[config.mk]
export PLATFORM = sky130hd
export DESIGN_NAME = cpnf_ctrl
export DESIGN_NICKNAME = d
export VERILOG_FILES = /design/src/rtl/cpnf_pkg.sv /design/src/rtl/cpnf_ctrl.sv
export SDC_FILE = /design/constraint.sdc
export NUM_CORES = 1
export LEC_CHECK = 0
export BUFFER_PORTS_ARGS = -buffer_cell sky130_fd_sc_hd__buf_2
export CORE_AREA = 2 2 39 41
export DETAILED_ROUTE_END_ITERATION = 8
export DIE_AREA = 0 0 41 43
export PLACE_DENSITY = 0.47
export SYNTH_ARGS = -nofsm -noshare
export SYNTH_HDL_FRONTEND = slang
export SYNTH_SLANG_ARGS = --single-unit
export TNS_END_PERCENT = 10
[constraint.sdc]
create_clock -name clk -period 1.41 [get_ports clk]
set_input_delay 0.2115 -clock clk [delete_from_list [all_inputs] [get_ports clk]]
set_output_delay 0.2115 -clock clk [all_outputs]
set_load 0.02 [all_outputs]
[src/rtl/cpnf_pkg.sv]
// Shared types, constants and the keep rule for the contact pair neighbor filter.
`default_nettype none

package cpnf_pkg;

  localparam int DEF_MAX_PAIRS = 64;
  localparam int POS_W         = 12;
  localparam int SCORE_W       = 32;
  localparam int LIMIT_W       = 8;
  localparam int CFG_IDX_W     = 1;
  localparam int CFG_DATA_W    = 32;

  // 1000.0 in Q16.16
  localparam logic signed [SCORE_W-1:0] CUTOFF_RESET = 32'sd65536000;

  localparam logic [CFG_IDX_W-1:0] REG_SCORE_CUTOFF = 1'd0;
  localparam logic [CFG_IDX_W-1:0] REG_RANK_LIMIT   = 1'd1;

  typedef struct packed {
    logic        [POS_W-1:0]   a;
    logic        [POS_W-1:0]   b;
    logic signed [SCORE_W-1:0] score;
  } pair_t;

  typedef enum logic [2:0] {
    ST_LOAD,
    ST_SWEEP,
    ST_DRAIN,
    ST_COMMIT,
    ST_ORDER,
    ST_FETCH,
    ST_EMIT
  } state_t;

  typedef struct packed {
    logic load;       // store incoming pair
    logic start_run;  // clear sequencing counters
    logic sweep;      // issue compare read, advance j
    logic commit;     // write order entry for pair i
    logic emit_sel;   // port A addressed by order entry
    logic emit_load;  // load output register
    logic emit_next;  // advance emit rank
    logic finish;     // clear set for next run
  } cmd_t;

  typedef struct packed {
    logic j_last;
    logic i_last;
    logic r_last;
    logic keep;
    logic out_free;
  } status_t;

  // Keep rule: neighbor mark, reserved rank, or score above cutoff.
  function automatic logic keep_pair(input logic                      mark,
                                     input logic        [LIMIT_W-1:0] rank,
                                     input logic signed [SCORE_W-1:0] score,
                                     input logic signed [SCORE_W-1:0] cutoff,
                                     input logic        [LIMIT_W-1:0] limit);
    logic rank_ok;
    rank_ok = !limit[LIMIT_W-1] && (rank <= limit);
    return mark || rank_ok || (score > cutoff);
  endfunction

endpackage

`default_nettype wire

[src/rtl/cpnf_ctrl.sv]
// Controller state machine: load, rank sweep, commit and emit sequencing.
`default_nettype none

module cpnf_ctrl (
  input  wire                       clk,
  input  wire                       rst,
  input  wire                       in_valid,
  input  wire                       is_last,
  input  cpnf_pkg::status_t         status,
  output logic                      in_stall,
  output cpnf_pkg::cmd_t            cmd
);

  cpnf_pkg::state_t state;
  cpnf_pkg::state_t state_next;

  always_ff @(posedge clk) begin
    if (rst) begin
      state <= cpnf_pkg::ST_LOAD;
    end else begin
      state <= state_next;
    end
  end

  always_comb begin
    state_next = state;
    cmd        = '0;
    in_stall   = 1'b1;
    unique case (state)
      cpnf_pkg::ST_LOAD: begin
        in_stall = 1'b0;
        cmd.load = in_valid;
        if (in_valid && is_last) begin
          cmd.start_run = 1'b1;
          state_next    = cpnf_pkg::ST_SWEEP;
        end
      end
      cpnf_pkg::ST_SWEEP: begin
        cmd.sweep = 1'b1;
        if (status.j_last) begin
          state_next = cpnf_pkg::ST_DRAIN;
        end
      end
      cpnf_pkg::ST_DRAIN: begin
        state_next = cpnf_pkg::ST_COMMIT;
      end
      cpnf_pkg::ST_COMMIT: begin
        cmd.commit = 1'b1;
        state_next = status.i_last ? cpnf_pkg::ST_ORDER : cpnf_pkg::ST_SWEEP;
      end
      cpnf_pkg::ST_ORDER: begin
        cmd.emit_sel = 1'b1;
        state_next   = cpnf_pkg::ST_FETCH;
      end
      cpnf_pkg::ST_FETCH: begin
        cmd.emit_sel = 1'b1;
        state_next   = cpnf_pkg::ST_EMIT;
      end
      cpnf_pkg::ST_EMIT: begin
        cmd.emit_sel = 1'b1;
        if (!status.keep || status.out_free) begin
          cmd.emit_load = status.keep;
          if (status.r_last) begin
            cmd.finish = 1'b1;
            state_next = cpnf_pkg::ST_LOAD;
          end else begin
            cmd.emit_next = 1'b1;
            state_next    = cpnf_pkg::ST_ORDER;
          end
        end
      end
      default: begin
        state_next = cpnf_pkg::ST_LOAD;
      end
    endcase
  end

endmodule

`default_nettype wire

==> key figures <==
Worst setup path
  – Crit Path Max Fanout: 7
  – WP data arrival: ~1.2 ns
  – RR Startpoint: state[1]
  – Worst R2R Path Depth: 4
  – WP buf/inv: 1
  – Worst path max stage delay: 0.40 ns
  – CP Depth: 3
  – Worst setup SP type: flip-flop
  – Critical-path top delay cell: or3_4
  – Flop-to-flop setup slack: between 0.2 and 0.25 ns
  – Worst Setup SP: state[1]
  – Critical path, cell by cell: or3_4 -> nor2_1 -> buf_4
  – Critical Path Sink Type: output pin
  – R2r endpoint: state[0]
  – Crit path required time: ~1.2 ns
  – CP top delay family: simple AND/OR/NAND/NOR gates
  – CP endpoint: cmd[6]
  – Crit Path Class: flip-flop to output pin

Global routing
  – Most used routing layer: met1
  – Total GRT Usage: 0.0953
  – Global-route track usage on met2: 0.116
  – Total grt overflow: 0
  – Antenna violations before repair: 0
  – Met3 usage: 0.0314
  – Largest net degree at the start of global routing: 15
  – Met1 Usage GRT: 0.128
  – First-pass GRT wire length: 1110 microns
  – Vias in the first global route: 267

Hold path
  – Hold Crit Class: primary input to flip-flop
  – Hold Startpoint: rst

Final layout
  – Area growth, synth to finish: 57.1%
  – Most frequent cells in the layout: 14 x buf_2, 3 x clkbuf_4, 3 x buf_4, 3 x dfxtp_4
  – Final #Nets: 66
  – Most common cell after layout, fill and taps aside: buf_2
  – Fillers: roughly 160
  – Finished Core Util: 0.318
  – Antenna diodes: 0
  – Largest registers: state: 3 flops
  – Largest reg by FF count: state
  – Largest register FFs: 3
  – Fin cells: between 70 and 80
  – Fraction of layout cells with a size suffix above 1: 0.589

Drt
  – DRT Pass-1 Iters: 2
  – Initial DRC count: 6
  – Antenna viol nets, final: 0
  – Vias per cell: between 4 and 5
  – Final WL: just over 700 microns
  – # DRC: 0
  – Wire per inst: 9.88 microns
  – Vias: 323

Die
  – Row Count: 14
  – I/O Pins: 18
  – Die area: 1760 sq um
  – Initial core utilization: 0.203
  – Die span in x: just over 40 microns
  – Die H: 43 microns
  – Core ar.: 1380 sq um

Synth
  – Syn_nets: 45
  – Prevailing post-synth register cell: dfxtp_1
  – Post-synth top area cell: dfxtp_1
  – Most area-consuming cells after synthesis: dfxtp_1 21%, a311oi_2 5.4%, nand2b_4 4.9%, and3_1 4.5%, nand2b_1 4.5%
  – Post-synth EDFFs: 0
  – Synthesized area per cell: 7.79 sq um
  – Yosys warns: 0
  – #FFs+latches synth: 3
  – Area share of the largest cell type after synthesis: 0.214
  – Post-Syn Instances: 36
  – Netlist cell types: 25
  – Sequential fraction of the synthesis area: 0.214
  – Mapped Area: approximately 280 sq um
  – Ys async rst share: 0

Clock tree
  – Worst skew pair latency: roughly 0.23 ns
  – Clk sink count: 3
  – Number of H-tree levels: 1
  – CTS tree: built
  – Root Driver: clkbuf_4
  – Post-CTS Repair Setup Buffers: 0
  – Num CTS Buffers: 3
  – Hold buffer count at CTS: 0
  – CTS clk-pin slew, worst paths: 0.04 ns
  – CTS Buffer Depth: 2

Run
  – Max-cap viol count: 0

Pwr
  – Clock power frac: 0.276
  – Switching pwr: around 200 uW
  – P_leak: between 0.2 and 0.25 nW
  – Power Density: between 1000 and 1500 nW/um^2
  – Pint: about 330 uW
  – Max IR drop VDD: 0.000294 V
  – Combinational cell fraction of total power: 0.441
  – Flop pwr share: 0.283
  – Switching Fraction: 0.384

Placement
  – Placer congestion estimate: about 0.70
  – Placed Cells: ~70
  – Worst slack, placed: around 0.14 ns
  – IO Port Bufs: 17
  – Hpwl dp: between 500 and 600 microns

Timing
  – Final Cycle Share: 1.01
  – Post-route minimum period: 1.42 ns
  – Setup violators final: 1
  – Max_slew headroom: 0.868
  – Slack of the critical path: -0.0141 ns
  – RSZ-0062 raised after global routing: true
  – Final Slew Violations: 0
  – Post-route setup TNS: -0.0141 ns
  – Final Hold Fails: 0
  – Worst slew pin tran: 0.198 ns
  – Hold WS: ~0.19 ns
  – Clock skew: around 0.00073 ns
  – FMAX: 702 MHz

Run status
  – Status: finished, violations left
  – Failing checks: negative setup slack
==> worst min path at each step <==
stage | slack (ns) | cells past startpoint | to
global route | 0.18 | 2 | state[2]
detailed placement | 0.43 | 2 | state[2]
floorplan | 0.28 | 1 | state[2]
finish | 0.19 | 2 | state[2]
CTS | 0.18 | 2 | state[2]
global placement | 0.43 | 2 | state[2]
==> final cells by class <==
type | instances | area [sq um] | area share
clock buffer | 4 | 26.3 | 0.0597
inverter | 2 | 7.51 | 0.0170
multi-input combinational | 29 | 211 | 0.480
sequential | 3 | 71.3 | 0.162
tap | 16 | 20.0 | 0.0455
timing repair buffer | 18 | 104 | 0.236
==> worst reg2reg max path, stage by stage (launching register included) <==
cell      delay [ns]
dfxtp_4         0.35
buf_4           0.15
a211oi_1        0.21
o21a_1          0.21
mux2i_1         0.18
==> through the flow <==
step / total power [mW] / instance area (sq um)
6_report: 0.537 / 440
2_1_floorplan: 0.301 / 287
3_3_place_gp: 0.365 / 389
4_1_cts: 0.533 / 427
3_5_place_dp: 0.367 / 389
5_1_grt: 0.580 / 440
==> Yosys cell counts (2+ instances only) <==
master and n:
dfxtp_1 3, nor2_1 3, a21oi_1 2, and3_1 2, buf_2 2, nand2_1 2, nand2b_1 2, nor2b_1 2
o21ai_0 2
==> routing by layer <==
layer | wire (microns) | up-vias
met4 | 0 | 0
li1 | - | 170
met1 | 334 | 139
met2 | 319 | 14
met5 | 0 | -
met3 | 57 | 0
==> what timing repair did <==
action                                  4_1_cts  5_1_grt
endpoints found under the setup margin        7        6
resized for setup                             6        5
pin swaps                                     1        0
==> logic make-up after synthesis <==
family | share of synthesized area
simple gates | 0.438
compound gates | 0.250
buf+inv | 0.0625
flops | 0.214
mux | 0.0357
==> power by group through the flow <==
stage	clock, mW	sequential (mW)	combinational [mW]
3_3_place_gp	0	0.145	0.220
4_1_cts	0.155	0.149	0.229
6_report	0.148	0.152	0.237
5_1_grt	0.160	0.161	0.259
2_1_floorplan	0	0.114	0.187
3_5_place_dp	0	0.145	0.221
(Power assumes the default switching activity.)
